`config.mk`:
```
export PLATFORM = sky130hd
export DESIGN_NAME = positional_list_engine_flat
export DESIGN_NICKNAME = d
export VERILOG_FILES = /design/src/rtl/pll_pkg.sv /design/src/rtl/pll_if.sv /design/src/rtl/positional_list_engine.sv /design/src/rtl/pll_ram.sv /design/src/rtl/pll_ctrl.sv /design/src/flat_wrapper.sv
export SDC_FILE = /design/constraint.sdc
export NUM_CORES = 1
export LEC_CHECK = 0
export BUFFER_PORTS_ARGS = -buffer_cell sky130_fd_sc_hd__buf_2
export CAP_MARGIN = 10
export CORE_ASPECT_RATIO = 1.4
export CORE_MARGIN = 2
export CORE_UTILIZATION = 30
export DETAILED_ROUTE_END_ITERATION = 10
export PLACE_DENSITY = 0.44
export SLEW_MARGIN = 20
export SYNTH_ARGS = -nofsm -noshare
export SYNTH_HDL_FRONTEND = slang
export SYNTH_SLANG_ARGS = --single-unit
```
`constraint.sdc`:
```
create_clock -name i_clk -period 12.65 [get_ports i_clk]
set_clock_uncertainty 0.15 [all_clocks]
set_input_delay 0.6325 -clock i_clk [delete_from_list [all_inputs] [get_ports i_clk]]
set_output_delay 0.6325 -clock i_clk [all_outputs]
set_load 0.05 [all_outputs]
```
`src/rtl/pll_pkg.sv`:
```
// Shared constants, codes, types and helper functions for the positional list engine.
`timescale 1ns / 1ps

package pll_pkg;

    localparam int LIST_CAPACITY = 32;

    localparam int ADDR_W  = $clog2(LIST_CAPACITY);
    localparam int CNT_W   = $clog2(LIST_CAPACITY + 1);
    localparam int OP_W    = 3;
    localparam int POS_W   = 6;
    localparam int DATA_W  = 32;
    localparam int STAT_W  = 2;
    localparam int FIELD_W = 6;
    localparam int CMP_W   = ((CNT_W > POS_W) ? CNT_W : POS_W) + 1;

    localparam logic [OP_W-1:0] OP_GET    = 3'd0;
    localparam logic [OP_W-1:0] OP_LOCATE = 3'd1;
    localparam logic [OP_W-1:0] OP_INSERT = 3'd2;
    localparam logic [OP_W-1:0] OP_DELETE = 3'd3;
    localparam logic [OP_W-1:0] OP_LENGTH = 3'd4;
    localparam logic [OP_W-1:0] OP_CLEAR  = 3'd5;

    localparam logic [STAT_W-1:0] ST_OK   = 2'd0;
    localparam logic [STAT_W-1:0] ST_MISS = 2'd1;
    localparam logic [STAT_W-1:0] ST_FULL = 2'd2;

    typedef struct packed {
        logic                     we;
        logic [ADDR_W-1:0]        waddr;
        logic signed [DATA_W-1:0] wdata;
        logic [ADDR_W-1:0]        raddr;
    } t_mem_req;

    typedef struct packed {
        logic                     valid;
        logic [STAT_W-1:0]        status;
        logic signed [DATA_W-1:0] value;
        logic [CNT_W-1:0]         found;
        logic [CNT_W-1:0]         count;
    } t_result;

    // Widens a count to the common compare width.
    function automatic logic [CMP_W-1:0] to_cmp(input logic [CNT_W-1:0] v);
        return CMP_W'(v);
    endfunction

    // Masks a count to the six-bit result field.
    function automatic logic [FIELD_W-1:0] to_field(input logic [CNT_W-1:0] v);
        logic [CMP_W-1:0] t;
        t = CMP_W'(v);
        return t[FIELD_W-1:0];
    endfunction

    // Takes the storage address bits of a position or index.
    function automatic logic [ADDR_W-1:0] to_addr(input logic [CMP_W-1:0] v);
        return v[ADDR_W-1:0];
    endfunction

endpackage

```
`src/rtl/pll_if.sv`:
```
// Request and response channel interfaces of the positional list engine.
`timescale 1ns / 1ps

interface pll_req_if;
    logic                              valid;
    logic                              ready;
    logic [pll_pkg::OP_W-1:0]          operation;
    logic [pll_pkg::POS_W-1:0]         position;
    logic signed [pll_pkg::DATA_W-1:0] value_in;

    modport source (output valid, output operation, output position, output value_in,
                    input ready);
    modport sink   (input valid, input operation, input position, input value_in,
                    output ready);
endinterface

interface pll_rsp_if;
    logic                              valid;
    logic                              ready;
    logic [pll_pkg::STAT_W-1:0]        status;
    logic signed [pll_pkg::DATA_W-1:0] value_out;
    logic [pll_pkg::FIELD_W-1:0]       found_position;
    logic [pll_pkg::FIELD_W-1:0]       length;

    modport source (output valid, output status, output value_out, output found_position,
                    output length, input ready);
    modport sink   (input valid, input status, input value_out, input found_position,
                    input length, output ready);
endinterface

```
`src/rtl/positional_list_engine.sv`:
```
// Top level of the positional list engine: sequencer, element store and response register.
// Get makes at most one store read and length, clear and bad requests none; locate makes
// one store read per entry scanned, and insert or delete move one entry at a time, bound
// by the single write port and single read port of the store.
// One request is in flight at a time; a finished beat waits in the response register.
// Reset is synchronous and active low; it empties the list, the store contents are left as is.
`timescale 1ns / 1ps

module positional_list_engine (
    input  logic     i_clk,
    input  logic     i_rst_n,
    pll_req_if.sink  i_req,
    pll_rsp_if.source o_rsp
);

    // Store request from the sequencer and the registered read data back to it.
    pll_pkg::t_mem_req                 mem_req;
    logic signed [pll_pkg::DATA_W-1:0] mem_rdata;

    // Finished result, handed over when the response register is free.
    pll_pkg::t_result res;
    logic             res_ready;

    logic                              r_out_valid;
    logic [pll_pkg::STAT_W-1:0]        r_out_status;
    logic signed [pll_pkg::DATA_W-1:0] r_out_value;
    logic [pll_pkg::FIELD_W-1:0]       r_out_found;
    logic [pll_pkg::FIELD_W-1:0]       r_out_length;

    pll_ctrl u_ctrl (
        .i_clk       (i_clk),
        .i_rst_n     (i_rst_n),
        .i_req       (i_req),
        .o_mem       (mem_req),
        .i_rdata     (mem_rdata),
        .o_res       (res),
        .i_res_ready (res_ready)
    );

    pll_ram #(
        .WIDTH (pll_pkg::DATA_W),
        .DEPTH (pll_pkg::LIST_CAPACITY)
    ) u_store (
        .i_clk   (i_clk),
        .i_we    (mem_req.we),
        .i_waddr (mem_req.waddr),
        .i_wdata (mem_req.wdata),
        .i_raddr (mem_req.raddr),
        .o_rdata (mem_rdata)
    );

    // The response register takes a new beat when it is empty or its beat is leaving.
    assign res_ready = !r_out_valid || o_rsp.ready;

    always_ff @(posedge i_clk) begin
        if (!i_rst_n) begin
            r_out_valid <= 1'b0;
        end else if (res_ready) begin
            r_out_valid <= res.valid;
        end
        if (res_ready && res.valid) begin
            r_out_status <= res.status;
            r_out_value  <= res.value;
            r_out_found  <= pll_pkg::to_field(res.found);
            r_out_length <= pll_pkg::to_field(res.count);
        end
    end

    assign o_rsp.valid          = r_out_valid;
    assign o_rsp.status         = r_out_status;
    assign o_rsp.value_out      = r_out_value;
    assign o_rsp.found_position = r_out_found;
    assign o_rsp.length         = r_out_length;

`ifndef SYNTHESIS
    // The element count never passes the capacity of the store.
    a_count_bounded: assert property (@(posedge i_clk) disable iff (!i_rst_n)
        res.valid |-> (pll_pkg::to_cmp(res.count) <=
                       pll_pkg::CMP_W'(pll_pkg::LIST_CAPACITY)))
        else $error("element count above capacity");

    // A full status is only given when the store really is full.
    a_full_means_full: assert property (@(posedge i_clk) disable iff (!i_rst_n)
        (res.valid && res.status == pll_pkg::ST_FULL) |->
        (pll_pkg::to_cmp(res.count) == pll_pkg::CMP_W'(pll_pkg::LIST_CAPACITY)))
        else $error("full status with room left");

    // A found position always lies inside the list and comes with an ok status.
    a_found_in_list: assert property (@(posedge i_clk) disable iff (!i_rst_n)
        (res.valid && res.found != '0) |->
        (res.found <= res.count && res.status == pll_pkg::ST_OK))
        else $error("found position outside the list");

    // No new request is taken while a result is still waiting to be handed over.
    a_no_accept_in_hold: assert property (@(posedge i_clk) disable iff (!i_rst_n)
        res.valid |-> !i_req.ready)
        else $error("request accepted while a result is pending");
`endif

endmodule

```
`src/rtl/pll_ram.sv`:
```
// Generic simple dual-port RAM with one write port and one registered read port.
`timescale 1ns / 1ps

module pll_ram #(
    parameter int WIDTH = 32,
    parameter int DEPTH = 32
) (
    input  logic                     i_clk,
    input  logic                     i_we,
    input  logic [$clog2(DEPTH)-1:0] i_waddr,
    input  logic [WIDTH-1:0]         i_wdata,
    input  logic [$clog2(DEPTH)-1:0] i_raddr,
    output logic [WIDTH-1:0]         o_rdata
);

    logic [WIDTH-1:0] r_mem [DEPTH];
    logic [WIDTH-1:0] r_rdata;

    always_ff @(posedge i_clk) begin
        if (i_we) begin
            r_mem[i_waddr] <= i_wdata;
        end
        r_rdata <= r_mem[i_raddr];
    end

    assign o_rdata = r_rdata;

endmodule

```
`src/rtl/pll_ctrl.sv`:
```
// Sequencer that walks the element store one entry per cycle for locate, insert and delete requests.
`timescale 1ns / 1ps

module pll_ctrl (
    input  logic                              i_clk,
    input  logic                              i_rst_n,
    pll_req_if.sink                           i_req,
    output pll_pkg::t_mem_req                 o_mem,
    input  logic signed [pll_pkg::DATA_W-1:0] i_rdata,
    output pll_pkg::t_result                  o_res,
    input  logic                              i_res_ready
);

    localparam logic [2:0] S_IDLE = 3'd0;
    localparam logic [2:0] S_GET  = 3'd1;
    localparam logic [2:0] S_LOC  = 3'd2;
    localparam logic [2:0] S_INS  = 3'd3;
    localparam logic [2:0] S_INSW = 3'd4;
    localparam logic [2:0] S_DEL0 = 3'd5;
    localparam logic [2:0] S_DEL  = 3'd6;
    localparam logic [2:0] S_HOLD = 3'd7;

    localparam logic [pll_pkg::CMP_W-1:0] C_ONE = pll_pkg::CMP_W'(1);
    localparam logic [pll_pkg::CMP_W-1:0] C_TWO = pll_pkg::CMP_W'(2);
    localparam logic [pll_pkg::CMP_W-1:0] C_CAP = pll_pkg::CMP_W'(pll_pkg::LIST_CAPACITY);
    localparam logic [pll_pkg::CNT_W-1:0] K_ONE = pll_pkg::CNT_W'(1);

    logic [2:0]                        r_state, n_state;
    logic [pll_pkg::CMP_W-1:0]         r_pos, n_pos;
    logic signed [pll_pkg::DATA_W-1:0] r_val, n_val;
    logic [pll_pkg::CNT_W-1:0]         r_k, n_k;
    logic [pll_pkg::CNT_W-1:0]         r_count, n_count;
    logic [pll_pkg::STAT_W-1:0]        r_status, n_status;
    logic signed [pll_pkg::DATA_W-1:0] r_value, n_value;
    logic [pll_pkg::CNT_W-1:0]         r_found, n_found;

    logic [pll_pkg::CMP_W-1:0] pos_in;
    logic [pll_pkg::CMP_W-1:0] cnt_x;
    logic [pll_pkg::CMP_W-1:0] k_x;

    always_comb begin
        n_state  = r_state;
        n_pos    = r_pos;
        n_val    = r_val;
        n_k      = r_k;
        n_count  = r_count;
        n_status = r_status;
        n_value  = r_value;
        n_found  = r_found;
        o_mem    = '0;

        // Position zero behaves as the first position.
        pos_in = pll_pkg::CMP_W'(i_req.position);
        if (pos_in == '0) begin
            pos_in = C_ONE;
        end
        cnt_x = pll_pkg::to_cmp(r_count);
        k_x   = pll_pkg::to_cmp(r_k);

        case (r_state)
            S_IDLE: begin
                if (i_req.valid) begin
                    n_pos    = pos_in;
                    n_val    = i_req.value_in;
                    n_status = pll_pkg::ST_OK;
                    n_value  = '0;
                    n_found  = '0;
                    n_state  = S_HOLD;
                    case (i_req.operation)
                        pll_pkg::OP_GET: begin
                            if (pos_in > cnt_x) begin
                                n_status = pll_pkg::ST_MISS;
                            end else begin
                                o_mem.raddr = pll_pkg::to_addr(pos_in - C_ONE);
                                n_state     = S_GET;
                            end
                        end
                        pll_pkg::OP_LOCATE: begin
                            if (r_count == '0) begin
                                n_status = pll_pkg::ST_MISS;
                            end else begin
                                n_k     = '0;
                                n_state = S_LOC;
                            end
                        end
                        pll_pkg::OP_INSERT: begin
                            if (pos_in > cnt_x + C_ONE) begin
                                n_status = pll_pkg::ST_MISS;
                            end else if (cnt_x >= C_CAP) begin
                                n_status = pll_pkg::ST_FULL;
                            end else if (pos_in - C_ONE == cnt_x) begin
                                // Append: nothing to move.
                                o_mem.we    = 1'b1;
                                o_mem.waddr = pll_pkg::to_addr(cnt_x);
                                o_mem.wdata = i_req.value_in;
                                n_count     = r_count + K_ONE;
                            end else begin
                                n_k         = r_count;
                                o_mem.raddr = pll_pkg::to_addr(cnt_x - C_ONE);
                                n_state     = S_INS;
                            end
                        end
                        pll_pkg::OP_DELETE: begin
                            if (pos_in > cnt_x) begin
                                n_status = pll_pkg::ST_MISS;
                            end else begin
                                o_mem.raddr = pll_pkg::to_addr(pos_in - C_ONE);
                                n_k         = pll_pkg::CNT_W'(pos_in - C_ONE);
                                n_state     = S_DEL0;
                            end
                        end
                        pll_pkg::OP_LENGTH: begin
                            n_status = pll_pkg::ST_OK;
                        end
                        pll_pkg::OP_CLEAR: begin
                            n_count = '0;
                        end
                        default: begin
                            n_status = pll_pkg::ST_MISS;
                        end
                    endcase
                end
            end
            S_GET: begin
                n_value = i_rdata;
                n_state = S_HOLD;
            end
            S_LOC: begin
                if (i_rdata == r_val) begin
                    n_found = r_k + K_ONE;
                    n_state = S_HOLD;
                end else if (k_x + C_ONE == cnt_x) begin
                    n_status = pll_pkg::ST_MISS;
                    n_state  = S_HOLD;
                end else begin
                    n_k         = r_k + K_ONE;
                    o_mem.raddr = pll_pkg::to_addr(k_x + C_ONE);
                end
            end
            S_INS: begin
                // Move one entry up while the next lower one is being read.
                o_mem.we    = 1'b1;
                o_mem.waddr = pll_pkg::to_addr(k_x);
                o_mem.wdata = i_rdata;
                if (k_x == r_pos) begin
                    n_state = S_INSW;
                end else begin
                    n_k         = r_k - K_ONE;
                    o_mem.raddr = pll_pkg::to_addr(k_x - C_TWO);
                end
            end
            S_INSW: begin
                o_mem.we    = 1'b1;
                o_mem.waddr = pll_pkg::to_addr(r_pos - C_ONE);
                o_mem.wdata = r_val;
                n_count     = r_count + K_ONE;
                n_state     = S_HOLD;
            end
            S_DEL0: begin
                n_value = i_rdata;
                if (k_x + C_ONE >= cnt_x) begin
                    n_count = r_count - K_ONE;
                    n_state = S_HOLD;
                end else begin
                    o_mem.raddr = pll_pkg::to_addr(k_x + C_ONE);
                    n_state     = S_DEL;
                end
            end
            S_DEL: begin
                // Move one entry down while the next higher one is being read.
                o_mem.we    = 1'b1;
                o_mem.waddr = pll_pkg::to_addr(k_x);
                o_mem.wdata = i_rdata;
                if (k_x + C_TWO == cnt_x) begin
                    n_count = r_count - K_ONE;
                    n_state = S_HOLD;
                end else begin
                    n_k         = r_k + K_ONE;
                    o_mem.raddr = pll_pkg::to_addr(k_x + C_TWO);
                end
            end
            S_HOLD: begin
                if (i_res_ready) begin
                    n_state = S_IDLE;
                end
            end
            default: begin
                n_state = S_IDLE;
            end
        endcase
    end

    always_ff @(posedge i_clk) begin
        if (!i_rst_n) begin
            r_state <= S_IDLE;
            r_count <= '0;
        end else begin
            r_state <= n_state;
            r_count <= n_count;
        end
        r_pos    <= n_pos;
        r_val    <= n_val;
        r_k      <= n_k;
        r_status <= n_status;
        r_value  <= n_value;
        r_found  <= n_found;
    end

    assign i_req.ready  = (r_state == S_IDLE);
    assign o_res.valid  = (r_state == S_HOLD);
    assign o_res.status = r_status;
    assign o_res.value  = r_value;
    assign o_res.found  = r_found;
    assign o_res.count  = r_count;

endmodule
```
`src/flat_wrapper.sv`:
```
// flat-port wrapper written by rule: the top's interface ports become plain ports
module positional_list_engine_flat 
  (i_clk, i_rst_n, i_req_valid, i_req_operation, i_req_position, i_req_value_in, i_req_ready, o_rsp_valid, o_rsp_status, o_rsp_value_out, o_rsp_found_position, o_rsp_length, o_rsp_ready);
  pll_req_if i_req_i ();
  pll_rsp_if o_rsp_i ();
  input  logic i_clk;
  input  logic i_rst_n;
  input wire logic [$bits(i_req_i.valid)-1:0] i_req_valid;
  input wire logic [$bits(i_req_i.operation)-1:0] i_req_operation;
  input wire logic [$bits(i_req_i.position)-1:0] i_req_position;
  input wire logic [$bits(i_req_i.value_in)-1:0] i_req_value_in;
  output wire logic [$bits(i_req_i.ready)-1:0] i_req_ready;
  output wire logic [$bits(o_rsp_i.valid)-1:0] o_rsp_valid;
  output wire logic [$bits(o_rsp_i.status)-1:0] o_rsp_status;
  output wire logic [$bits(o_rsp_i.value_out)-1:0] o_rsp_value_out;
  output wire logic [$bits(o_rsp_i.found_position)-1:0] o_rsp_found_position;
  output wire logic [$bits(o_rsp_i.length)-1:0] o_rsp_length;
  input wire logic [$bits(o_rsp_i.ready)-1:0] o_rsp_ready;
  assign i_req_i.valid = i_req_valid;
  assign i_req_i.operation = i_req_operation;
  assign i_req_i.position = i_req_position;
  assign i_req_i.value_in = i_req_value_in;
  assign i_req_ready = i_req_i.ready;
  assign o_rsp_valid = o_rsp_i.valid;
  assign o_rsp_status = o_rsp_i.status;
  assign o_rsp_value_out = o_rsp_i.value_out;
  assign o_rsp_found_position = o_rsp_i.found_position;
  assign o_rsp_length = o_rsp_i.length;
  assign o_rsp_i.ready = o_rsp_ready;
  positional_list_engine u_core (.i_clk(i_clk), .i_rst_n(i_rst_n), .i_req(i_req_i), .o_rsp(o_rsp_i));
endmodule
```
==> results.toml <==
[sta]
fmax_ghz = 0.1411
setup_tns_ps = 0
slew_viol_final = 0
worstMarginPinSlew_ps = 1124
finalSetupViolCount = 0
period_share_pct = 56.04
slew_headroom_pct = 24.91
finalCriticalPeriod_ps = 7089
setup_ws_ps = 5561
hold_violations = 0
hold_slack_ps = 69.17
rsz0062_at_grt = "no"

[critical_path]
path_max_fanout = 130
criticalPathCategory = "flip-flop to flip-flop"
cpMostUsedCell = "nand3_1"
startpoint_type = "flip-flop"
critPathArrivalTime_ps = 7540
required_ps = 13100
max_stage_delay_ps = 790
endpoint_kind = "flip-flop"
crit_chain = "ha_1 -> nand3_1 -> nor2_1 -> xnor2_1 -> inv_1 -> ha_1 -> nand3_1 -> nor3b_1 -> a211oi_1 -> o32ai_1 -> o211a_4 -> buf_12 -> buf_4 -> nand3_1 -> o2111ai_1 -> o21ai_0 -> nor4bb_1"
crit_slowest_cell = "o32ai_1"
critPathTopFamily = "compound AO/OA/AOI/OAI gates"
crit_buf_inv = 3

[finish]
fin_nets = 3365
final_cell_mix = "edfxtp_1 (1154), nand2_1 (466), nand3_1 (176), mux2i_1 (175), clkbuf_16 (131)"
drive_above_1_share_pct = 13.21
area_delta_synth_final_pct = 16.28
mostFrequentLayoutCell = "edfxtp_1"

[placed_design]
gp_routability_congestion = 0.8317
numPortBuffers = 92
dp_hpwl_um = 80980
dp_slack_ps = 5605

[global_route]
antenna_found_initial = 1
grt_usage_pct = 18.06
grt_overflow = 0
grt_max_degree = 141
grt_pass1_vias = 28290
grt_pass1_wl_um = 209300

[hold_path]
min_path_type = "input pin to flip-flop"

[clock_tree]
clock-sinks = 1196
cts_tree = "done"
worstSkewPairLatency_ps = 770
htreeDepth = 4
clock-root-buffer = "clkbuf_16"
cts_buffer_depth = 3
ctsResizeCount = 0
clk_transition_reported_paths_ps = 60
numCtsBuffers = 130

[floorplan]
initial_core_util_pct = 30.26
die-area_mm2 = 0.1617
die_h_um = 475.0
io_pins = 93
core.rowCount = 172
die_width_um = 340.5
core_area_mm2 = 0.1571

[drt]
drc = 0
via_count = 28340
first_iter_violations = 2212
vias_per_cell = 5.165
drtAntennaViolNets = 0
wl_per_cell_um = 26.94
drt_wl_total_um = 147800
dr.pass1.iters = 5

[synth]
synth_edf_count = 1154
ys_types = 74
synth_nets = 3216
ys_seq_area_share_pct = 74.65
yosys_most_used_dff = "edfxtp_1"
ys_ff_latch = 1196
syn_area_mm2 = 0.04755
synthCells = 3144
synthArstFlopShare_pct = 0
yosysWarnings = 0
avgSynthCellArea_um2 = 15.12

[job]
drv_cap = 0

[pwr]
ir_worst_vdd_uv = 258.3
power.leakage_nw = 18.48
fin_total_pwr_mw = 14.81
p_per_area_mw_per_mm2 = 267.8

[outcome]
status = "complete, no violations"
-- metrics by stage --
| step | cells | util, % | instance area (um2) |
|---|---|---|---|
| finish | 5487 | 35.19 | 55290 |
| global route | 5487 | 35.19 | 55290 |
| CTS | 5486 | 35.17 | 55260 |
| detailed placement | 5215 | 32.36 | 50830 |
| global placement | 5215 | 32.35 | 50830 |
| floorplan | 3144 | - | 47550 |
-- cells in the mapped netlist, drive strengths merged (3+ instances only) --
cell / instances / area, um2
o32ai: 3 / 26.28
and3: 44 / 275.3
nor4: 27 / 175.2
nor3: 12 / 60.06
mux2i: 175 / 1752
a21oi: 50 / 250.2
a31oi: 25 / 162.6
o21ai: 31 / 158.9
or2: 4 / 25.03
edfxtp: 1154 / 34650
a211oi: 29 / 222.7
inv: 27 / 101.3
nand2b: 7 / 43.79
a22o: 20 / 175.2
nor4b: 5 / 56.31
buf: 84 / 475.5
a221o: 16 / 160.2
a32oi: 129 / 1130
nor2b: 10 / 62.56
o22ai: 7 / 43.79
o2111ai: 27 / 236.5
a21o: 4 / 30.03
nand2: 480 / 1802
a221oi: 53 / 464.2
nor2: 81 / 306.6
a21boi: 6 / 45.04
o211ai: 4 / 35.03
and4b: 3 / 30.03
nor4bb: 13 / 130.1
o31ai: 3 / 22.52
or3: 7 / 43.79
nand3: 177 / 885.9
dfxtp: 42 / 840.8
clkbuf: 122 / 457.9
and2: 41 / 259.0
nor3b: 3 / 27.52
nand4: 43 / 269.0
xnor2: 56 / 490.5
xor2: 13 / 113.9
a22oi: 35 / 262.8
o211a: 20 / 200.2
ha: 27 / 337.8
-- power breakdown --
group	internal, mW	switching (mW)
Sequential	5.25	0.244
Combinational	1.45	4.16
Clock	2.14	1.57
Total	8.83	5.97
-- layout make-up --
class | instances | area (um2)
Timing Repair Buffer | 223 | 1567
Sequential cell | 1196 | 35490
Fill cell | 15170 | 101800
Clock buffer | 181 | 3556
Multi-Input combinational cell | 1715 | 11430
Clock inverter | 56 | 525.5
Tap cell | 2088 | 2613
Antenna cell | 1 | 2.502
Inverter | 27 | 101.3
-- worst register-to-register path, cell delays in order, from the launching register on --
cell and delay (ps):
edfxtp_1 660, ha_1 410, nand3_1 160, nor2_1 170, xnor2_1 220, inv_1 120, ha_1 330, nand3_1 130
nor3b_1 430, a211oi_1 260, o32ai_1 790, o211a_4 620, buf_12 500, buf_4 980, nand3_1 200, o2111ai_1 140
o21ai_0 200, nor4bb_1 490
-- repair_timing --
action	4_1_cts	5_1_grt
setup buffers	0	0
hold buffers	34	0
endpoints found under the hold margin	34	0
-- layer usage --
layer  global-route usage, %  share of wire [%]  vias to the layer above  routed length (um)
met1                   22.11                 41                    14860               60660
met5                       0                  0                        -                   0
met3                   2.463                3.7                      222                5537
met2                   32.39                 52                      683               77060
li1                        -                  -                    12580                   -
met4                   6.292                3.1                        0                4570
-- final timing paths --
path                                               start  slack [ps]  cells after the start                              to
worst min-delay path                   i_req_position[5]          70                      1          u_core.u_ctrl.r_pos[5]
worst min register to register  u_core.u_ctrl.r_found[2]         270                      0  u_core.o_rsp.found_position[2]
worst max-delay path                u_core.u_ctrl.r_k[2]        5560                     17      u_core.u_store.o_rdata[11]
worst max register to register      u_core.u_ctrl.r_k[2]        5560                     17      u_core.u_store.o_rdata[11]
-- sequential cells by signal, indices dropped and copies added, names as in the netlist --
name,flops
u_core.o_rsp.found_position,6
u_core.o_rsp.length,6
u_core.o_rsp.valid,1
u_core.u_ctrl.r_val,32
u_core.u_ctrl.r_k,6
u_core.u_store.o_rdata,32
u_core.u_ctrl.r_status,2
u_core.u_store.r_mem,1024
u_core.u_ctrl.r_count,6
u_core.o_rsp.status,2
u_core.u_ctrl.r_found,6
u_core.o_rsp.value_out,32
u_core.u_ctrl.r_pos,6
u_core.u_ctrl.r_value,32
u_core.u_ctrl.r_state,3
-- cell families (layout without fill, tap and decap cells) --
logic type      Yosys count  count (layout)  synth area share (%)
flops                  1196            1196                 74.65
simple gates            963             963                 9.466
compound gates          478             478                 7.945
buf+inv                 233             487                 2.176
mux                     178             178                 3.779
xor+xnor                 69              69                 1.271
fa+ha+maj                27              27                0.7105
other cells               0               1                     0
Power figures use the tool's default switching activity.
